## src/rtl/stl_pkg.sv

```systemverilog
package stl_pkg;

    typedef logic [2:0]  t_cmd;
    typedef logic [1:0]  t_cat;
    typedef logic [31:0] t_ms;
    typedef logic [0:0]  t_cfg_idx;

    localparam t_cmd CMD_TICK      = 3'd0;
    localparam t_cmd CMD_FORCE_UP  = 3'd1;
    localparam t_cmd CMD_FORCE_DN  = 3'd2;
    localparam t_cmd CMD_FORCE_ALL = 3'd3;
    localparam t_cmd CMD_FORCE_OFF = 3'd4;

    localparam t_cat CAT_UP   = 2'd0;
    localparam t_cat CAT_DOWN = 2'd1;
    localparam t_cat CAT_FULL = 2'd2;

    localparam t_cfg_idx CFG_OFF_DELAY = 1'b0;
    localparam t_cfg_idx CFG_PASSAGE   = 1'b1;

    localparam t_ms OFF_DELAY_RST = 32'd30000;
    localparam t_ms PASSAGE_RST   = 32'd5000;
    localparam t_ms MS_MAX        = 32'hFFFF_FFFF;

    typedef struct packed {
        t_ms off_delay_ms;
        t_ms passage_window_ms;
    } t_cfg;

    typedef struct packed {
        logic lights_on;
        t_cat direction;
        logic action_fired;
    } t_result;

endpackage

```

## src/rtl/stl_cfg_regs.sv

```systemverilog
module stl_cfg_regs (
    input  logic              i_clk,
    input  logic              i_rst_n,
    input  logic              i_wr,
    input  stl_pkg::t_cfg_idx i_index,
    input  stl_pkg::t_ms      i_data,
    output stl_pkg::t_cfg     o_cfg
);

    stl_pkg::t_cfg r_cfg;
    stl_pkg::t_cfg n_cfg;

    always_comb begin
        n_cfg = r_cfg;
        if (i_wr) begin
            case (i_index)
                stl_pkg::CFG_OFF_DELAY: n_cfg.off_delay_ms      = i_data;
                stl_pkg::CFG_PASSAGE:   n_cfg.passage_window_ms = i_data;
                default:                n_cfg = r_cfg;
            endcase
        end
    end

    always_ff @(posedge i_clk) begin
        if (!i_rst_n) begin
            r_cfg.off_delay_ms      <= stl_pkg::OFF_DELAY_RST;
            r_cfg.passage_window_ms <= stl_pkg::PASSAGE_RST;
        end else begin
            r_cfg <= n_cfg;
        end
    end

    assign o_cfg = r_cfg;

endmodule

```

## src/rtl/stl_step.sv

```systemverilog
module stl_step (
    input  logic              i_clk,
    input  logic              i_rst_n,
    input  logic              i_fire,
    input  stl_pkg::t_cmd     i_command,
    input  logic              i_bottom,
    input  logic              i_top,
    input  stl_pkg::t_cfg     i_cfg,
    output stl_pkg::t_result  o_result
);

    logic          r_on,      n_on;
    stl_pkg::t_cat r_cat,     n_cat;
    stl_pkg::t_ms  r_elapsed, n_elapsed;
    logic          r_prev_b,  n_prev_b;
    logic          r_prev_t,  n_prev_t;
    logic          fired;
    logic          bot_edge;
    logic          top_edge;
    stl_pkg::t_ms  timeout;
    logic          in_window;

    assign bot_edge  = i_bottom & ~r_prev_b;
    assign top_edge  = i_top & ~r_prev_t;
    assign timeout   = (r_elapsed == stl_pkg::MS_MAX) ? r_elapsed : r_elapsed + 32'd1;
    assign in_window = timeout < i_cfg.passage_window_ms;

    always_comb begin
        n_on      = r_on;
        n_cat     = r_cat;
        n_elapsed = r_elapsed;
        n_prev_b  = r_prev_b;
        n_prev_t  = r_prev_t;
        fired     = 1'b0;
        case (i_command)
            stl_pkg::CMD_TICK: begin
                n_prev_b  = i_bottom;
                n_prev_t  = i_top;
                n_elapsed = timeout;
                if (!r_on) begin
                    if (bot_edge) begin
                        n_on  = 1'b1;
                        n_cat = stl_pkg::CAT_UP;
                        fired = 1'b1;
                    end else if (top_edge) begin
                        n_on  = 1'b1;
                        n_cat = stl_pkg::CAT_DOWN;
                        fired = 1'b1;
                    end
                end else if (timeout > i_cfg.off_delay_ms) begin
                    n_on  = 1'b0;
                    fired = 1'b1;
                end else if (r_cat == stl_pkg::CAT_DOWN && bot_edge) begin
                    n_on  = in_window;
                    n_cat = in_window ? stl_pkg::CAT_FULL : stl_pkg::CAT_DOWN;
                    fired = 1'b1;
                end else if (r_cat == stl_pkg::CAT_UP && top_edge) begin
                    n_on  = in_window;
                    n_cat = in_window ? stl_pkg::CAT_FULL : stl_pkg::CAT_UP;
                    fired = 1'b1;
                end else if (i_bottom && r_cat inside {stl_pkg::CAT_FULL, stl_pkg::CAT_UP}) begin
                    n_elapsed = '0;
                end else if (i_top && r_cat inside {stl_pkg::CAT_FULL, stl_pkg::CAT_DOWN}) begin
                    n_elapsed = '0;
                end
            end
            stl_pkg::CMD_FORCE_UP: begin
                n_on  = 1'b1;
                n_cat = stl_pkg::CAT_UP;
                fired = 1'b1;
            end
            stl_pkg::CMD_FORCE_DN: begin
                n_on  = 1'b1;
                n_cat = stl_pkg::CAT_DOWN;
                fired = 1'b1;
            end
            stl_pkg::CMD_FORCE_ALL: begin
                n_on  = 1'b1;
                n_cat = stl_pkg::CAT_FULL;
                fired = 1'b1;
            end
            stl_pkg::CMD_FORCE_OFF: begin
                n_on  = 1'b0;
                n_cat = stl_pkg::CAT_FULL;
                fired = 1'b1;
            end
            default: begin
                fired = 1'b0;
            end
        endcase
        // every action restarts the timer
        if (fired) begin
            n_elapsed = '0;
        end
    end

    always_ff @(posedge i_clk) begin
        if (!i_rst_n) begin
            r_on      <= 1'b0;
            r_cat     <= stl_pkg::CAT_FULL;
            r_elapsed <= '0;
            r_prev_b  <= 1'b0;
            r_prev_t  <= 1'b0;
        end else if (i_fire) begin
            r_on      <= n_on;
            r_cat     <= n_cat;
            r_elapsed <= n_elapsed;
            r_prev_b  <= n_prev_b;
            r_prev_t  <= n_prev_t;
        end
    end

    assign o_result.lights_on    = n_on;
    assign o_result.direction    = n_cat;
    assign o_result.action_fired = fired;

endmodule

```

## src/rtl/stair_light_sequencer.sv

```systemverilog
// stair light sequencer
// input channel: i_in_valid / o_in_stall with i_in_command, i_in_bottom_sensor and
//   i_in_top_sensor; one item per millisecond tick or manual command
// output channel: o_out_valid / i_out_stall with o_out_lights_on, o_out_direction
//   and o_out_action_fired; exactly one result per item, in order
// config channel: i_cfg_valid / o_cfg_ready, index 0 off delay, index 1 passage
//   window; always ready, write only while the block is idle
// path: an input transfer fills the input register, and its result is written into
//   the result register once the output is free, from where it transfers out
// throughput: one item per cycle unless stalled; the state update is one increment,
//   three 32-bit compares and edge logic between the input and result registers
// stall: a stalled result holds; one more item waits in the input register,
//   after which o_in_stall follows i_out_stall
// reset: synchronous, active low; lights off, direction full, timer and sensor
//   history cleared, off delay 30000 ms, passage window 5000 ms
module stair_light_sequencer (
    input  logic                  i_clk,
    input  logic                  i_rst_n,
    input  logic                  i_in_valid,
    output logic                  o_in_stall,
    input  stl_pkg::t_cmd         i_in_command,
    input  logic                  i_in_bottom_sensor,
    input  logic                  i_in_top_sensor,
    output logic                  o_out_valid,
    input  logic                  i_out_stall,
    output logic                  o_out_lights_on,
    output stl_pkg::t_cat         o_out_direction,
    output logic                  o_out_action_fired,
    input  logic                  i_cfg_valid,
    output logic                  o_cfg_ready,
    input  stl_pkg::t_cfg_idx     i_cfg_index,
    input  stl_pkg::t_ms          i_cfg_data
);

    logic             r_in_valid;
    stl_pkg::t_cmd    r_cmd;
    logic             r_bottom;
    logic             r_top;
    logic             r_out_valid;
    stl_pkg::t_result r_result;
    stl_pkg::t_result step_result;
    stl_pkg::t_cfg    cfg;
    logic             out_free;
    logic             move;
    logic             in_take;

    assign out_free = ~r_out_valid | ~i_out_stall;
    assign move     = r_in_valid & out_free;
    assign in_take  = i_in_valid & ~o_in_stall;

    assign o_in_stall  = r_in_valid & ~out_free;
    assign o_cfg_ready = 1'b1;

    stl_cfg_regs u_cfg (
        .i_clk   (i_clk),
        .i_rst_n (i_rst_n),
        .i_wr    (i_cfg_valid & o_cfg_ready),
        .i_index (i_cfg_index),
        .i_data  (i_cfg_data),
        .o_cfg   (cfg)
    );

    stl_step u_step (
        .i_clk     (i_clk),
        .i_rst_n   (i_rst_n),
        .i_fire    (move),
        .i_command (r_cmd),
        .i_bottom  (r_bottom),
        .i_top     (r_top),
        .i_cfg     (cfg),
        .o_result  (step_result)
    );

    // input register
    always_ff @(posedge i_clk) begin
        if (!i_rst_n) begin
            r_in_valid <= 1'b0;
        end else if (in_take) begin
            r_in_valid <= 1'b1;
        end else if (move) begin
            r_in_valid <= 1'b0;
        end
    end

    always_ff @(posedge i_clk) begin
        if (in_take) begin
            r_cmd    <= i_in_command;
            r_bottom <= i_in_bottom_sensor;
            r_top    <= i_in_top_sensor;
        end
    end

    // result register
    always_ff @(posedge i_clk) begin
        if (!i_rst_n) begin
            r_out_valid <= 1'b0;
        end else if (move) begin
            r_out_valid <= 1'b1;
        end else if (~i_out_stall) begin
            r_out_valid <= 1'b0;
        end
    end

    always_ff @(posedge i_clk) begin
        if (move) begin
            r_result <= step_result;
        end
    end

    assign o_out_valid        = r_out_valid;
    assign o_out_lights_on    = r_result.lights_on;
    assign o_out_direction    = r_result.direction;
    assign o_out_action_fired = r_result.action_fired;

endmodule

```

## config.mk

```make
export PLATFORM = sky130hd
export DESIGN_NAME = stair_light_sequencer
export DESIGN_NICKNAME = d
export VERILOG_FILES = /design/src/rtl/stl_pkg.sv /design/src/rtl/stl_cfg_regs.sv /design/src/rtl/stl_step.sv /design/src/rtl/stair_light_sequencer.sv
export SDC_FILE = /design/constraint.sdc
export NUM_CORES = 1
export LEC_CHECK = 0
export ABC_AREA = 0
export BUFFER_PORTS_ARGS = -buffer_cell sky130_fd_sc_hd__buf_2
export CAP_MARGIN = 20
export CORE_MARGIN = 5
export CORE_UTILIZATION = 55
export DETAILED_ROUTE_END_ITERATION = 10
export GPL_ROUTABILITY_DRIVEN = 1
export HOLD_SLACK_MARGIN = 0.05
export PLACE_DENSITY_LB_ADDON = 0.1
export SYNTH_ARGS = -nofsm -noshare
export SYNTH_HDL_FRONTEND = slang
export SYNTH_SLANG_ARGS = --single-unit
```

## constraint.sdc

```tcl
create_clock -name i_clk -period 5.1 [get_ports i_clk]
set_input_delay 0.255 -clock i_clk [delete_from_list [all_inputs] [get_ports i_clk]]
set_output_delay 0.255 -clock i_clk [all_outputs]
set_load 0.1 [all_outputs]
```

== Yosys cells after proc, flatten, opt, wreduce, memory -nomap -nowiden ==
Index checks and enable logic that the tools add are counted.
Operators by class
  add/subtract/negate cells: 1
  order comparisons: 2
  equality and inequality tests: 8
  muxes and demuxes: 34
  bitwise logic cells: 13
  reduce and logical (&&, ||, !) cells: 17
Operators by type and width (number)
  two-way mux 32 bit: 9
  adder 32 x 1 -> 32 bit (second input constant): 1
  == test 32 bit (second input constant): 1
  > comparator 32 bit: 1
  less-than comparator 32 bit: 1
  two-way mux 2 bit: 8
  two-way mux 1 bit: 14
  case mux 2 bit (4 select lines): 1
  AND reduction 2 bit: 4
  nonzero test 2 bit: 4
  NOT 1 bit: 7
  == test 3 x 2 -> 1 bit (second input constant): 2
  AND 1 bit: 5
  logical AND 1 bit: 4
  OR reduction 4 bit: 1
  == test 3 x 1 -> 1 bit (second input constant): 1
  == test 3 bit (second input constant): 1
  logical NOT 3 bit: 1
  case mux 1 bit (3 select lines): 1
  OR reduction 3 bit: 1
  == test 2 x 1 -> 1 bit (second input constant): 1
  == test 2 bit (second input constant): 1
  logical NOT 2 bit: 1
  inequality test 2 x 1 -> 1 bit (second input constant): 1
  3 further kinds: 3
Word-level totals
  register bits: 112
  input bits: 43
  output and inout bits: 7
  word-level logic and storage cells: 90

== Logic depth before layout (Yosys ltp) ==
  depth after elaboration: 11
  mapped depth: 19
  mapped depth without buffers: 16

== Modules after synthesis ==
A second synthesis with hierarchy kept.
Unflattened totals
  cell total of the unflattened synthesis: 854
  area, all modules: 7252.0 µm²
By module, submodules not included
  stl_step: instances 1, cells each 577, area an instance 4349.2 µm², sequential area each 740.7 µm²
  stl_cfg_regs: instances 1, cells each 258, area an instance 2537.4 µm², sequential area each 1281.2 µm²
  stair_light_sequencer: instances 1, cells each 19, area an instance 365.4 µm², sequential area each 310.3 µm²

== Worst setup path before layout ==
Ideal clock, no wire load.
  path type: reg-to-reg
  from: register u_step.r_elapsed[0]
  to: register u_step.r_elapsed[12]
  setup time: 0.120 ns
  arrival: 3.953 ns
  data required time: 4.980 ns
  path slack: 1.028 ns
  stages on the path, launching flop included: 19
  buffers on the path: 2
  clock period less this slack: 4.072 ns
  cell sequence: dfxtp_1 -> ha_1 -> and2_0 -> buf_2 -> and3_1 -> a21boi_1 -> nand3_1 -> nor3_1 -> xor2_1 -> ha_1 -> nand4_1 -> nor4_1 -> and3_1 -> a31oi_1 -> o31a_1 -> o21ai_1 -> buf_2 -> nor4_1 -> a211o_1
On the way
  cells in the longest elaborated chain, start to end: 10
  elaborated cells on any way between the ends: 17
  those cells by class: add/sub: 1; order compare: 1; eq/ne: 1; mux: 12; reduce/logical: 2
RTL lines
  start, declared: RTL line stl_step.sv:14  | stl_pkg::t_ms r_elapsed, n_elapsed;
  start signal, assigned: RTL line stl_step.sv:107  | r_elapsed <= n_elapsed;
  adder 32 x 1 -> 32 bit or == test 32 bit (tied branches): RTL line stl_step.sv:25  | assign timeout = (r_elapsed == stl_pkg::MS_MAX) ? r_elapsed : r_elapsed + 32'd1;
  two-way mux 32 bit (*): RTL line stl_step.sv:25
  parallel branches: the longest is 8 deep, another holds > comparator 32 bit
Every way passes the cells marked *. The select of a mux whose other input is x is not followed.
A chain may end at the register's enable or synchronous reset.

== Final worst setup path ==
  from: register u_step.r_elapsed[9]
  to: register u_step.r_elapsed[16]
Same word-level chain as after synthesis.

==> metrics.txt <==
status=finished, final reports clean; Initial DRC Count=427; Max-Cap Viols=0; Critical Path Slowest Stage Cell=nor4_4; Synth Net Count=around 980; drt pass-1 iters=5; largest family of logic cells by synthesized area=simple AND/OR/NAND/NOR gates; worst-path cell chain=nand4_2 -> nor4_4 -> nand3b_4 -> or3_1 -> nor2_2 -> xor2_2 -> ha_1 -> nand4_1 -> nor4_4 -> and3_1 -> a31oi_1 -> nor3b_2 -> o21ai_1 -> buf_4 -> or2_0 -> o31ai_1; Reg2Reg Depth=16; grt total ovfl=0; Clk pwr share=0.373; CP startpoint=u_step.r_elapsed[9]; clock latency on the worst-skew pair=~360 ps; Starting Density=0.5636; final instance area=7507 sq um; FILL cells=1110; crit path buf inv count=1; vias per cell=between 5 and 6; CP peak stage delay=490 ps; DP HPWL=12780 um; Hold WC Path Type=in -> reg; CTS tree=yes; sw frac=0.2737; register area share after synthesis=0.3416; reg2reg start=u_step.r_elapsed[9]; gr usage total=0.2422; cell count after synthesis=868; vias in the first global route=5994; dpl ws=-24.04 ps; number of synthesis warnings=0; antenna violations before repair=0; Crit Reg-Reg Endpoint=u_step.r_elapsed[16]; H-Tree Depth=3; syn_area_per_cell=slightly below 8 sq um; skew final=around 10 ps; top cell type's share of synthesized area=0.3021; Crit path depth=16; Compound-Gate Fraction of Synth Area=0.1804; Final Cycle Share=0.9342; CP top delay family=simple AND/OR/NAND/NOR gates; diode count=0; # IOs=50; most used cell, CP=nor4_4; minimum clock period=4764 ps; Adder-Cell Fraction of Synth Area=0.1228; Worst Setup Start Kind=flop; Critical Path Sink Type=flop; Critical Path Sink=u_step.r_elapsed[16]; DRT antenna net count=0; share of post-route cells with drive strength above 1=0.1121; Post-synth EDFFs=9; most frequent cell after synthesis=nand2_1; post-synthesis cell type count=75; Core ar.=12110 sq um; ys flop type=dfxtp_1; RSZ-0062 raised after global routing=no; Comb power frac=0.125; Slew HR=0.3365; synth top area cells=dfxtp_1, ha_1, nand2_1, a21oi_1, inv_1; DRC violations left=0; P&R area growth vs syn=9.971%; R2R setup slack=340 ps; Final Net Count=1006; # clock sinks=112; IO Port Bufs=48; Die Span Y=121.4 um; CTS clk-pin slew, worst paths=80 ps; Sw Pwr=511.4 uW; Final Hold Violating Endpoints=0; Synth async-reset ratio=0; path type of the worst setup path=reg -> reg; Least-Margin Pin Slew=995.3 ps; Seq cells post-synth=112; final wirelength=between 15000 and 20000 um; TritonCTS Buffers=9; leakage power=roughly 3.2 nW; worst-path maximum fanout=23; post-route setup slack=335.8 ps; WL per Instance=16.06 um; Simple-Gate Fraction of Synth Area=0.2423; area leader, netlist=dfxtp_1; global-route wire length before repair=between 20000 and 30000 um; Synth Area in XOR/XNOR=0.04069; CTS max path bufs=2; Final Setup Violations=0; die area=14740 sq um; cts hold-fix bufs=0; Pins Over Slew Limit=0; WP data required=between 5000 and 6000 ps; CTS root buffer=clkbuf_16; post-synthesis mux area share=0.001650; Cell Area, Synth=6827 sq um; Reg power frac=0.502; largest net degree at the start of global routing=46; Int Power=around 1.4 mW; Placed Area=7154 sq um; CP arrival=5030 ps; synth cell count leaders=nand2_1, dfxtp_1, a21oi_1; Die Width=between 100 and 150 um; Cell Pwr Density=248.9 nW/um^2; RePlAce Congestion=0.9323; VDD IR-drop max=0.0001906 V; vias=6137; Rows=40; Fmax achieved=209.9 MHz
## area by class of cell
class                   count  area, sq um  area share
clock buffers              10        250.2     0.03333
clock inverters             6        40.04    0.005333
inverters                  76        285.3     0.03800
multi-input cells         637         4044      0.5387
flip-flops and latches    112         2332      0.3107
well taps                 168        210.2     0.02800
repair buffers             60        345.3     0.04600
## kinds of logic (layout without fill, tap and decap cells)
kind of cell | after synthesis | in the layout
adder cells (fa/ha/maj) | 67 | 67
buffers and inverters | 119 | 152
multiplexers | 1 | 1
AND/OR/NAND/NOR | 340 | 340
XOR/XNOR | 30 | 30
other | 1 | 1
AO/OA/AOI/OAI | 198 | 198
flip-flops | 112 | 112
## power groups by stage
stage | logic, mW | registers, mW | clock network, mW
floorplan | 0.141 | 0.967 | 0
global placement | 0.219 | 0.956 | 0
global route | 0.262 | 0.942 | 0.752
finish | 0.234 | 0.938 | 0.697
detailed placement | 0.225 | 0.958 | 0
CTS | 0.228 | 0.937 | 0.711
## timing repair
item                       4_1_cts  5_1_grt
setup endpoints to repair        8       24
gates resized for setup          1        4
pin swaps                        0        1
setup buffers                    0        1
## metal layers
layer  track usage  part of all wire  up-vias
met5             0                 0        -
met4        0.1029             0.027        0
met2        0.4041              0.48      176
met3       0.04103             0.052       35
met1        0.3081              0.44     2876
li1              -                 -     3050
## cell usage in the layout (no fill, tap or decap), types with 5 or more instances in the layout
cell type  count
o31ai_1        5
nand3b_1       7
nand3_1       15
nor3_1         8
o21ai_0       26
a211oi_1       5
nand2_1      178
edfxtp_1       9
ha_1          67
nor2b_1        5
xor2_1        14
dfxtp_1      103
o211ai_1      16
clkbuf_16     10
inv_1         74
xnor2_1       14
a22o_1        10
and2_1         8
a21oi_1       93
and3_1        10
buf_2         48
nand2b_1       5
nand4_1       19
nor4_1         8
o21a_1         5
buf_4         10
nor2_1        49
## flip-flops by register name, summed over array words and instances (netlist names), 2 cells and up
name              cells
u_cfg.o_cfg          64
u_step.r_elapsed     32
r_cmd                 3
o_out_direction       2
u_step.r_cat          2
## stage by stage
step           hold slack (ps)  TNS, ps  std cells    util  power [mW]
4_1_cts                  60.58        0       1066  0.6152       1.877
3_5_place_dp             433.1   -28.07       1050  0.5907       1.182
6_report                 72.47        0       1069  0.6198       1.869
3_3_place_gp             434.1        0       1050  0.5907       1.175
5_1_grt                  61.34        0       1069  0.6198       1.955
2_1_floorplan            353.9        0        868       -       1.107
## worst min-delay path by stage
stage / endpoint / cells past startpoint / slack, ps / startpoint
after floorplan: r_bottom / 0 / 350 / i_in_bottom_sensor
after global placement: r_cmd[2] / 1 / 430 / i_in_command[2]
after detailed placement: r_cmd[1] / 1 / 430 / i_in_command[1]
after CTS: r_cmd[1] / 1 / 60 / i_in_command[1]
after global routing: r_cmd[0] / 1 / 60 / i_in_command[0]
final: r_cmd[1] / 1 / 70 / i_in_command[1]
(Power assumes the default switching activity.)
